[src/design/szbw_pkg.sv]
// Shared types and constants for the secure zone border wrapper.
package szbw_pkg;

  typedef enum logic {
    CMD_SET   = 1'b0,
    CMD_UNSET = 1'b1
  } cmd_t;

  // Configuration register indexes
  localparam logic CFG_NODE_X = 1'b0;
  localparam logic CFG_NODE_Y = 1'b1;

  // Border isolation bits, two per port: S N W E
  localparam logic [7:0] BORDER_E = 8'h03;
  localparam logic [7:0] BORDER_W = 8'h0C;
  localparam logic [7:0] BORDER_N = 8'h30;
  localparam logic [7:0] BORDER_S = 8'hC0;

  localparam logic [7:0] CORNER_RESET = 8'hFF;

  typedef struct packed {
    cmd_t        cmd;
    logic [7:0]  ll_corner;
    logic [7:0]  rh_corner;
    logic [15:0] master_address;
  } item_t;

  typedef struct packed {
    logic [7:0]  port_mask;
    logic        mask_write;
    logic        clear_request;
    logic        set_ack;
    logic        zone_closed;
    logic [15:0] notify_target;
    logic [7:0]  report_corner;
  } result_t;

endpackage

[src/design/szbw_in_stage.sv]
// Input register: holds one command beat until the core takes it.
module szbw_in_stage (
  input  logic            clk,
  input  logic            rst,
  input  logic            in_valid,
  output logic            in_ready,
  input  szbw_pkg::item_t in_item,
  input  logic            advance,
  output logic            held_valid,
  output szbw_pkg::item_t held_item
);

  assign in_ready = !held_valid || advance;

  always_ff @(posedge clk) begin
    if (rst) begin
      held_valid <= 1'b0;
    end else if (in_valid && in_ready) begin
      held_valid <= 1'b1;
    end else if (advance) begin
      held_valid <= 1'b0;
    end
  end

  always_ff @(posedge clk) begin
    if (in_valid && in_ready) begin
      held_item <= in_item;
    end
  end

endmodule

[src/design/szbw_core.sv]
// Border decode, mask update and zone state for one mesh node.
module szbw_core (
  input  logic              clk,
  input  logic              rst,
  input  logic              cfg_write,
  input  logic              cfg_index,
  input  logic [3:0]        cfg_data,
  input  logic              fire,
  input  szbw_pkg::item_t   item,
  output szbw_pkg::result_t result
);

  logic [3:0] node_x;
  logic [3:0] node_y;
  logic [7:0] isolation_mask;
  logic [7:0] zone_low_corner;
  logic [7:0] zone_high_corner;
  logic       zone_known;

  logic [3:0] lx, ly, hx, hy, sx, sy;
  logic       at_rh, outside, set_take;
  logic [7:0] ports;
  logic       at_local_rh, no_cut, mine, mask_nz;
  logic       add_w, add_s, sub_w, sub_s, in_y_range;
  logic [7:0] unset_mask;

  assign lx = item.ll_corner[7:4];
  assign ly = item.ll_corner[3:0];
  assign hx = item.rh_corner[7:4];
  assign hy = item.rh_corner[3:0];
  assign sx = zone_high_corner[7:4];
  assign sy = zone_high_corner[3:0];

  // Set path
  assign at_rh   = (node_x == hx) && (node_y == hy);
  assign outside = (node_x > hx) || (node_y > hy) || (node_x < lx) || (node_y < ly);
  assign ports   = ((node_x == hx) ? szbw_pkg::BORDER_E : 8'h00)
                 | ((node_x == lx) ? szbw_pkg::BORDER_W : 8'h00)
                 | ((node_y == hy) ? szbw_pkg::BORDER_N : 8'h00)
                 | ((node_y == ly) ? szbw_pkg::BORDER_S : 8'h00);
  assign set_take = !outside && (ports != 8'h00);

  // Unset path
  assign at_local_rh = zone_known && (node_x == sx) && (node_y == sy);
  assign no_cut      = zone_known && (item.rh_corner == item.ll_corner)
                    && (zone_high_corner == item.rh_corner);
  assign mine        = no_cut ? (at_local_rh && at_rh)
                              : (at_local_rh && (item.ll_corner == zone_low_corner));
  assign mask_nz     = (isolation_mask != 8'h00);

  // Neighbor checks use one extra bit so that a corner at 15 never matches
  assign in_y_range = (node_y >= ly) && (node_y <= hy);
  assign add_w = ({1'b0, node_x} == ({1'b0, lx} + 5'd1)) && in_y_range;
  assign add_s = ({1'b0, node_y} == ({1'b0, hy} + 5'd1)) && (node_x == hx);
  assign sub_w = (node_x == lx) && in_y_range;
  assign sub_s = (node_y == ly) && (node_x == lx);

  assign unset_mask = isolation_mask
                    + (add_w ? szbw_pkg::BORDER_W : 8'h00)
                    + (add_s ? szbw_pkg::BORDER_S : 8'h00)
                    - (sub_w ? szbw_pkg::BORDER_W : 8'h00)
                    - (sub_s ? szbw_pkg::BORDER_S : 8'h00);

  always_comb begin
    result = '0;
    unique case (item.cmd)
      szbw_pkg::CMD_SET: begin
        result.clear_request = at_rh;
        result.port_mask     = set_take ? ports : isolation_mask;
        if (set_take && at_rh) begin
          result.set_ack       = 1'b1;
          result.report_corner = item.rh_corner;
        end
      end
      szbw_pkg::CMD_UNSET: begin
        result.clear_request = mine;
        result.port_mask     = mask_nz ? unset_mask : isolation_mask;
        result.mask_write    = mask_nz;
        if (mask_nz && mine) begin
          result.zone_closed   = 1'b1;
          result.report_corner = zone_high_corner;
        end
      end
    endcase
    if (result.clear_request || result.set_ack || result.zone_closed) begin
      result.notify_target = item.master_address;
    end
  end

  always_ff @(posedge clk) begin
    if (rst) begin
      node_x <= 4'd0;
      node_y <= 4'd0;
    end else if (cfg_write) begin
      unique case (cfg_index)
        szbw_pkg::CFG_NODE_X: node_x <= cfg_data;
        szbw_pkg::CFG_NODE_Y: node_y <= cfg_data;
      endcase
    end
  end

  always_ff @(posedge clk) begin
    if (rst) begin
      isolation_mask   <= 8'h00;
      zone_low_corner  <= szbw_pkg::CORNER_RESET;
      zone_high_corner <= szbw_pkg::CORNER_RESET;
      zone_known       <= 1'b0;
    end else if (fire) begin
      isolation_mask <= result.port_mask;
      if (item.cmd == szbw_pkg::CMD_SET && set_take) begin
        zone_low_corner  <= item.ll_corner;
        zone_high_corner <= item.rh_corner;
        zone_known       <= 1'b1;
      end
    end
  end

endmodule

[src/design/szbw_out_stage.sv]
// Result register: holds one result beat until the receiver takes it.
module szbw_out_stage (
  input  logic              clk,
  input  logic              rst,
  input  logic              load,
  input  szbw_pkg::result_t load_result,
  input  logic              out_ready,
  output logic              out_valid,
  output szbw_pkg::result_t out_result,
  output logic              free
);

  assign free = !out_valid || out_ready;

  always_ff @(posedge clk) begin
    if (rst) begin
      out_valid <= 1'b0;
    end else if (load) begin
      out_valid <= 1'b1;
    end else if (out_ready) begin
      out_valid <= 1'b0;
    end
  end

  always_ff @(posedge clk) begin
    if (load) begin
      out_result <= load_result;
    end
  end

endmodule

[src/design/secure_zone_border_wrapper.sv]
// Top level of the secure zone border wrapper for one mesh node.
//
// Usage:
//   s_axis carries one set or unset command per beat; tuser is the command,
//   tdata holds both zone corners and the master address. Each accepted
//   beat yields exactly one m_axis beat: tdata holds the new isolation
//   mask, the notification target and the reported corner, tuser holds the
//   write strobe and the three message flags.
//   The cfg channel writes node_x (index 0) or node_y (index 1); it is
//   always ready and must only be used while no command is in flight.
// Pipeline and throughput:
//   A command is held in the input register while the core decodes it;
//   the result register loads the decoded result once it has room, and the
//   result beat is presented from there. One command per cycle is
//   sustained while m_axis_tready stays high; the zone state updates
//   as the result register loads, so back-to-back commands see it at once.
// Reset: rst is synchronous; it empties both registers, clears the mask,
//   sets both stored corners to 0xFF and the node coordinates to zero.
// Stall: while m_axis_tready is low the result holds; one more command
//   waits in the input register, then s_axis_tready drops.
module secure_zone_border_wrapper (
  input  logic        clk,
  input  logic        rst,
  // Command channel
  input  logic        s_axis_tvalid,
  output logic        s_axis_tready,
  input  logic [31:0] s_axis_tdata,   // ll_corner[7:0], rh_corner[15:8], master_address[31:16]
  input  logic        s_axis_tuser,   // cmd[0]
  // Result channel
  output logic        m_axis_tvalid,
  input  logic        m_axis_tready,
  output logic [31:0] m_axis_tdata,   // port_mask[7:0], notify_target[23:8], report_corner[31:24]
  output logic [3:0]  m_axis_tuser,   // mask_write[0], clear_request[1], set_ack[2], zone_closed[3]
  // Configuration write channel
  input  logic        cfg_valid,
  output logic        cfg_ready,
  input  logic        cfg_index,
  input  logic [3:0]  cfg_data
);

  szbw_pkg::item_t   in_item;
  szbw_pkg::item_t   held_item;
  szbw_pkg::result_t core_result;
  szbw_pkg::result_t out_result;
  logic              held_valid;
  logic              out_free;
  logic              advance;

  // Unpack the command beat
  assign in_item.cmd            = szbw_pkg::cmd_t'(s_axis_tuser);
  assign in_item.ll_corner      = s_axis_tdata[7:0];
  assign in_item.rh_corner      = s_axis_tdata[15:8];
  assign in_item.master_address = s_axis_tdata[31:16];

  // Move the held command into the result register when it has room
  assign advance   = held_valid && out_free;
  assign cfg_ready = 1'b1;

  szbw_in_stage u_in_stage (
    .clk        (clk),
    .rst        (rst),
    .in_valid   (s_axis_tvalid),
    .in_ready   (s_axis_tready),
    .in_item    (in_item),
    .advance    (advance),
    .held_valid (held_valid),
    .held_item  (held_item)
  );

  szbw_core u_core (
    .clk       (clk),
    .rst       (rst),
    .cfg_write (cfg_valid && cfg_ready),
    .cfg_index (cfg_index),
    .cfg_data  (cfg_data),
    .fire      (advance),
    .item      (held_item),
    .result    (core_result)
  );

  szbw_out_stage u_out_stage (
    .clk         (clk),
    .rst         (rst),
    .load        (advance),
    .load_result (core_result),
    .out_ready   (m_axis_tready),
    .out_valid   (m_axis_tvalid),
    .out_result  (out_result),
    .free        (out_free)
  );

  // Pack the result beat
  assign m_axis_tdata = {out_result.report_corner, out_result.notify_target,
                         out_result.port_mask};
  assign m_axis_tuser = {out_result.zone_closed, out_result.set_ack,
                         out_result.clear_request, out_result.mask_write};

`ifndef ASSERT_OFF
  // An empty result register never blocks the command side
  a_ready_when_free: assert property (@(posedge clk) disable iff (rst)
    !m_axis_tvalid |-> s_axis_tready)
    else $error("command side stalled with empty result register");

  // A held command with room downstream shows up as a result next cycle
  a_advance_to_out: assert property (@(posedge clk) disable iff (rst)
    (held_valid && !m_axis_tvalid) |=> m_axis_tvalid)
    else $error("held command did not reach the result register");

  // Acknowledge and close never come from the same command
  a_ack_close_excl: assert property (@(posedge clk) disable iff (rst)
    m_axis_tvalid |-> !(out_result.set_ack && out_result.zone_closed))
    else $error("set_ack and zone_closed both raised");

  // A set acknowledge never writes the wrapper register
  a_ack_no_write: assert property (@(posedge clk) disable iff (rst)
    (m_axis_tvalid && out_result.set_ack) |-> !out_result.mask_write)
    else $error("set_ack with mask_write");

  // A close is always a written mask
  a_close_writes: assert property (@(posedge clk) disable iff (rst)
    (m_axis_tvalid && out_result.zone_closed) |-> out_result.mask_write)
    else $error("zone_closed without mask_write");

  // A corner is reported only with an acknowledge or a close
  a_corner_gated: assert property (@(posedge clk) disable iff (rst)
    (m_axis_tvalid && out_result.report_corner != 8'h00)
      |-> (out_result.set_ack || out_result.zone_closed))
    else $error("report_corner set without ack or close");
`endif

endmodule

[config.mk]
export PLATFORM = sky130hd
export DESIGN_NAME = secure_zone_border_wrapper
export DESIGN_NICKNAME = d
export VERILOG_FILES = /design/src/design/szbw_pkg.sv /design/src/design/szbw_in_stage.sv /design/src/design/szbw_core.sv /design/src/design/szbw_out_stage.sv /design/src/design/secure_zone_border_wrapper.sv
export SDC_FILE = /design/constraint.sdc
export NUM_CORES = 1
export LEC_CHECK = 0
export ABC_AREA = 0
export BUFFER_PORTS_ARGS = -buffer_cell sky130_fd_sc_hd__buf_4
export CELL_PAD_IN_SITES_DETAIL_PLACEMENT = 0
export CELL_PAD_IN_SITES_GLOBAL_PLACEMENT = 2
export CORE_MARGIN = 2
export CORE_UTILIZATION = 37
export CTS_CLUSTER_SIZE = 14
export DETAILED_ROUTE_END_ITERATION = 8
export MAX_ROUTING_LAYER = met4
export PLACE_DENSITY_LB_ADDON = 0.1
export SETUP_SLACK_MARGIN = 0.4
export SYNTH_ARGS = -nofsm -noshare
export SYNTH_HDL_FRONTEND = slang
export SYNTH_SLANG_ARGS = --single-unit
[constraint.sdc]
create_clock -name clk -period 3.6 [get_ports clk]
set_input_delay 0 -clock clk [delete_from_list [all_inputs] [get_ports clk]]
set_output_delay 0 -clock clk [all_outputs]
set_load 0.02 [all_outputs]
==> summary.txt <==
Critical path
  – Crit path buffers/inverters: 3
  – Number of gates on the worst path with buffers counted: 18
  – Required @ worst endpoint: 3700 ps
  – Series of cell instances along the critical path: inv_2 -> ha_4 -> nor2b_4 -> o211ai_1 -> a21oi_2 -> a21oi_4 -> and4_4 -> ha_4 -> inv_2 -> ha_4 -> inv_4 -> ha_4 -> nor2b_4 -> o31a_1 -> o21ai_2 -> nand3_1 -> nand3_2 -> nand2_1
  – Startpoint types: flip-flop
  – Biggest cell delay along the critical path: 420 ps
  – Arrival time at the worst endpoint: 3280 ps
  – Most used cell along the critical path: ha_4
  – Type of the worst setup path: flip-flop to flip-flop
  – Crit path capture type: flip-flop
  – Worst reg2reg path depth: 18
  – Slowest CP cell: edfxtp_1
  – Critical Path Fanout Max: 3
  – Kind of cell adding the most delay to the critical path: compound AO/OA/AOI/OAI gates

Detailed routing
  – Wire length per cell: 16.5 um
  – Number of DRC markers in iteration 0: 202
  – Remaining DRCs: 0
  – Mean number of vias per cell: 4.93
  – Wire length reported by the detailed router: 12.9 mm
  – Detailed-router iteration count before antenna repair: 4
  – Remaining antenna violation count after routing: 0
  – Routed via count: 3850

Layout
  – Net total in the final layout: 673
  – Filler Cell Count: 1193
  – Share of layout cells above drive strength 1: 29.9%
  – Register area: 0.00278 mm2
  – P&R area growth vs syn: 38.8%
  – Diode insertion count for antenna repair: 0
  – Combined area of the multi-input logic cells: 0.00220 mm2

Yosys
  – Count of flip-flops with a built-in enable after synthesis: 69
  – Cell Area, Synth: 0.00506 mm2
  – Count of unique library cells instantiated by Yosys: 45
  – Proportion of synthesized flip-flops having asynchronous set or reset: 0%
  – Synth top area cells: edfxtp_1, dfxtp_1, ha_1, inv_1, xnor2_1
  – Most instantiated flip-flop cell in the synthesis netlist: edfxtp_1
  – Mean post-synth cell area: 11.2 um2
  – Top-area cell type share of the netlist area: 41.0%
  – Number of storage elements in the synthesis netlist: 104
  – Proportion of synthesized chip area in sequential cells: 54.8%
  – Cells after synthesis: 451
  – Warnings, synthesis: 0
  – Post-synthesis cell type with the largest combined area: edfxtp_1
  – Mapped Nets: 524

Global route
  – Wire length of the first global-routing pass: 20.0 mm
  – Overall overflow remaining after global route: 0
  – Total track usage: 18.6%
  – Vias in the first global route: 3727
  – Antenna violations before repair: 0
  – Largest net degree at the start of global routing: 37

Placement
  – Number of buffers inserted by port buffering: 80
  – Weighted congestion at the end of routability-driven global placement: 0.801
  – HPWL after detailed placement: 8.72 mm

Run status
  – Status: finished clean

Timing
  – RSZ-0062 raised after global routing: true
  – Number of failing hold endpoints at the final stage: 0
  – Max-slew headroom: 33.9%
  – Achievable frequency: 0.315 GHz
  – Slew of the pin with the lowest slew margin: 990 ps
  – Final worst-path cycle share: 88.3%
  – Post-route clock skew: 8.02 ps
  – Final period demand of the worst path: 3180 ps
  – Number of setup violations in the final report: 0
  – Sum of negative setup slack: 0 ps
  – Slew Limit Fails: 0

Clock tree
  – Clock insertion delay at the later pin of the skew report: 350 ps
  – Max H-tree Level: 3
  – Clock buffers created by TritonCTS: 9
  – # clock sinks: 104
  – Clock input transition at the sequential cells of the worst setup and hold paths: 70 ps
  – CTS tree: done
  – Clock tree root driver cell: clkbuf_16
  – Maximum clock insertion buffer count: 2

Floorplanning
  – Vertical die dimension: 121 um
  – Die Span X: 121 um
  – Number of placed I/O pins: 82
  – Number of rows created at floorplan: 42
  – Placeable core area: 0.0133 mm2
  – Initial core utilization: 38.0%
  – Overall die area: 0.0146 mm2

Power
  – Power per unit of standard cell area: 411 mW/mm2
  – Peak supply drop: 0.255 mV
  – Final total power: 2.88 mW
  – Leakage power: 2.87 nW

Flow run
  – Total of max-cap violations: 0

Worst hold path
  – Min-delay worst type: primary input to flip-flop
  – Number of cells traversed by the worst hold path: 2
==> through the flow <==
stage / instance area, um2 / setup slack [ps] / instances / hold WS, ps / util, %
after detailed placement: 5960 / 167 / 706 / 179 / 44.8
after floorplan: 5070 / 395 / 451 / 98.9 / -
after global routing: 7020 / 248 / 781 / 352 / 52.8
after global placement: 5960 / 220 / 706 / 178 / 44.8
final: 7020 / 422 / 781 / 368 / 52.8
after CTS: 6890 / 327 / 774 / 345 / 51.9
==> synthesized netlist by cell type, types with 12 or more instances <==
master / number
nand3_1: 31
o211ai_1: 18
nor2_1: 15
xnor2_1: 18
inv_1: 49
o21ai_0: 12
a21oi_1: 17
edfxtp_1: 69
nand2_1: 23
ha_1: 29
dfxtp_1: 35
==> worst reg2reg max path, stage by stage (launching register included) <==
cell and delay (ps):
edfxtp_1 420, inv_2 90, ha_4 200, nor2b_4 120, o211ai_1 180, a21oi_2 100
a21oi_4 150, and4_4 240, ha_4 130, inv_2 40, ha_4 260, inv_4 40
ha_4 200, nor2b_4 120, o31a_1 260, o21ai_2 140, nand3_1 100, nand3_2 90
nand2_1 50
==> power breakdown <==
part / total, mW / internal [mW] / switching, mW
clock: 1.07 / 0.617 / 0.453
sequential: 1.37 / 1.33 / 0.0372
combinational: 0.444 / 0.222 / 0.222
total: 2.88 / 2.17 / 0.712
==> routing by layer <==
layer	vias to the layer above	track usage [%]	part of all wire (%)
met2	83	30.0	50
met1	1838	23.6	45
met4	0	5.96	0.93
met3	7	3.62	4.1
li1	1922	-	-
met5	-	-	0
==> placed cells by master, fill, tap and decap left out, drive strengths merged, types with 2 or more instances in the layout <==
cell,synthesis,final
a21o,2,2
a21oi,17,17
a22o,8,8
a31oi,11,11
and2,3,3
and2b,7,7
and3,6,6
and4,5,5
buf,6,108
bufinv,0,2
clkbuf,11,9
clkinv,0,2
dfxtp,35,35
dlygate4sd3,0,47
edfxtp,69,69
ha,29,29
inv,49,51
mux2,2,2
mux2i,6,6
nand2,23,23
nand3,31,31
nand4,7,7
nor2,15,15
nor2b,16,16
nor3,8,8
nor4,7,7
o211ai,18,18
o21a,3,3
o21ai,13,13
o22ai,2,2
or3,4,4
xnor2,18,18
xor2,11,11
==> final timing paths <==
path | from | to | slack [ps]
max | u_in_stage.held_item[17]$_DFFE_PP_ | u_out_stage.out_result[35]$_DFFE_PP_ | 420
min | s_axis_tdata[16] | u_in_stage.held_item[0]$_DFFE_PP_ | 370
max reg2reg | u_in_stage.held_item[17]$_DFFE_PP_ | u_out_stage.out_result[35]$_DFFE_PP_ | 420
min reg2reg | u_core.isolation_mask[1]$_SDFFE_PP0P_ | u_core.isolation_mask[1]$_SDFFE_PP0P_ | 490
==> cells by family (layout without fill, tap and decap cells) <==
family	count (synthesis)	in the layout	share of synthesized area [%]
fa+ha+maj	30	30	7.57
simple gates	133	133	14.9
flops	104	104	54.8
compound gates	80	80	10.7
other cells	1	1	0.0741
xor+xnor	29	29	5.02
mux	8	8	1.63
buf+inv	66	220	5.32
==> state kept, by name, indices dropped and copies added (netlist names) <==
name                     count
u_core.isolation_mask        8
u_in_stage.held_valid        1
u_out_stage.out_result      36
u_core.node_x                4
u_in_stage.held_item        33
u_out_stage.out_valid        1
u_core.node_y                4
u_core.zone_high_corner      8
u_core.zone_known            1
u_core.zone_low_corner       8
==> cell type report <==
cell class	count	area share, %
tap	176	3.14
clock buffer	9	3.21
inverter	49	2.69
multi-input combinational	281	31.4
sequential	104	39.5
timing repair buffer	155	18.6
clock inverter	7	1.44
==> repair_timing <==
action                                  in CTS  in global routing
gates resized for setup                     22                 14
hold buffers                                47                  0
hold endpoints to repair                    43                  0
pin swaps                                   15                 13
endpoints found under the setup margin       6                  8
buffers inserted                             5                  7
(Power assumes the default switching activity.)
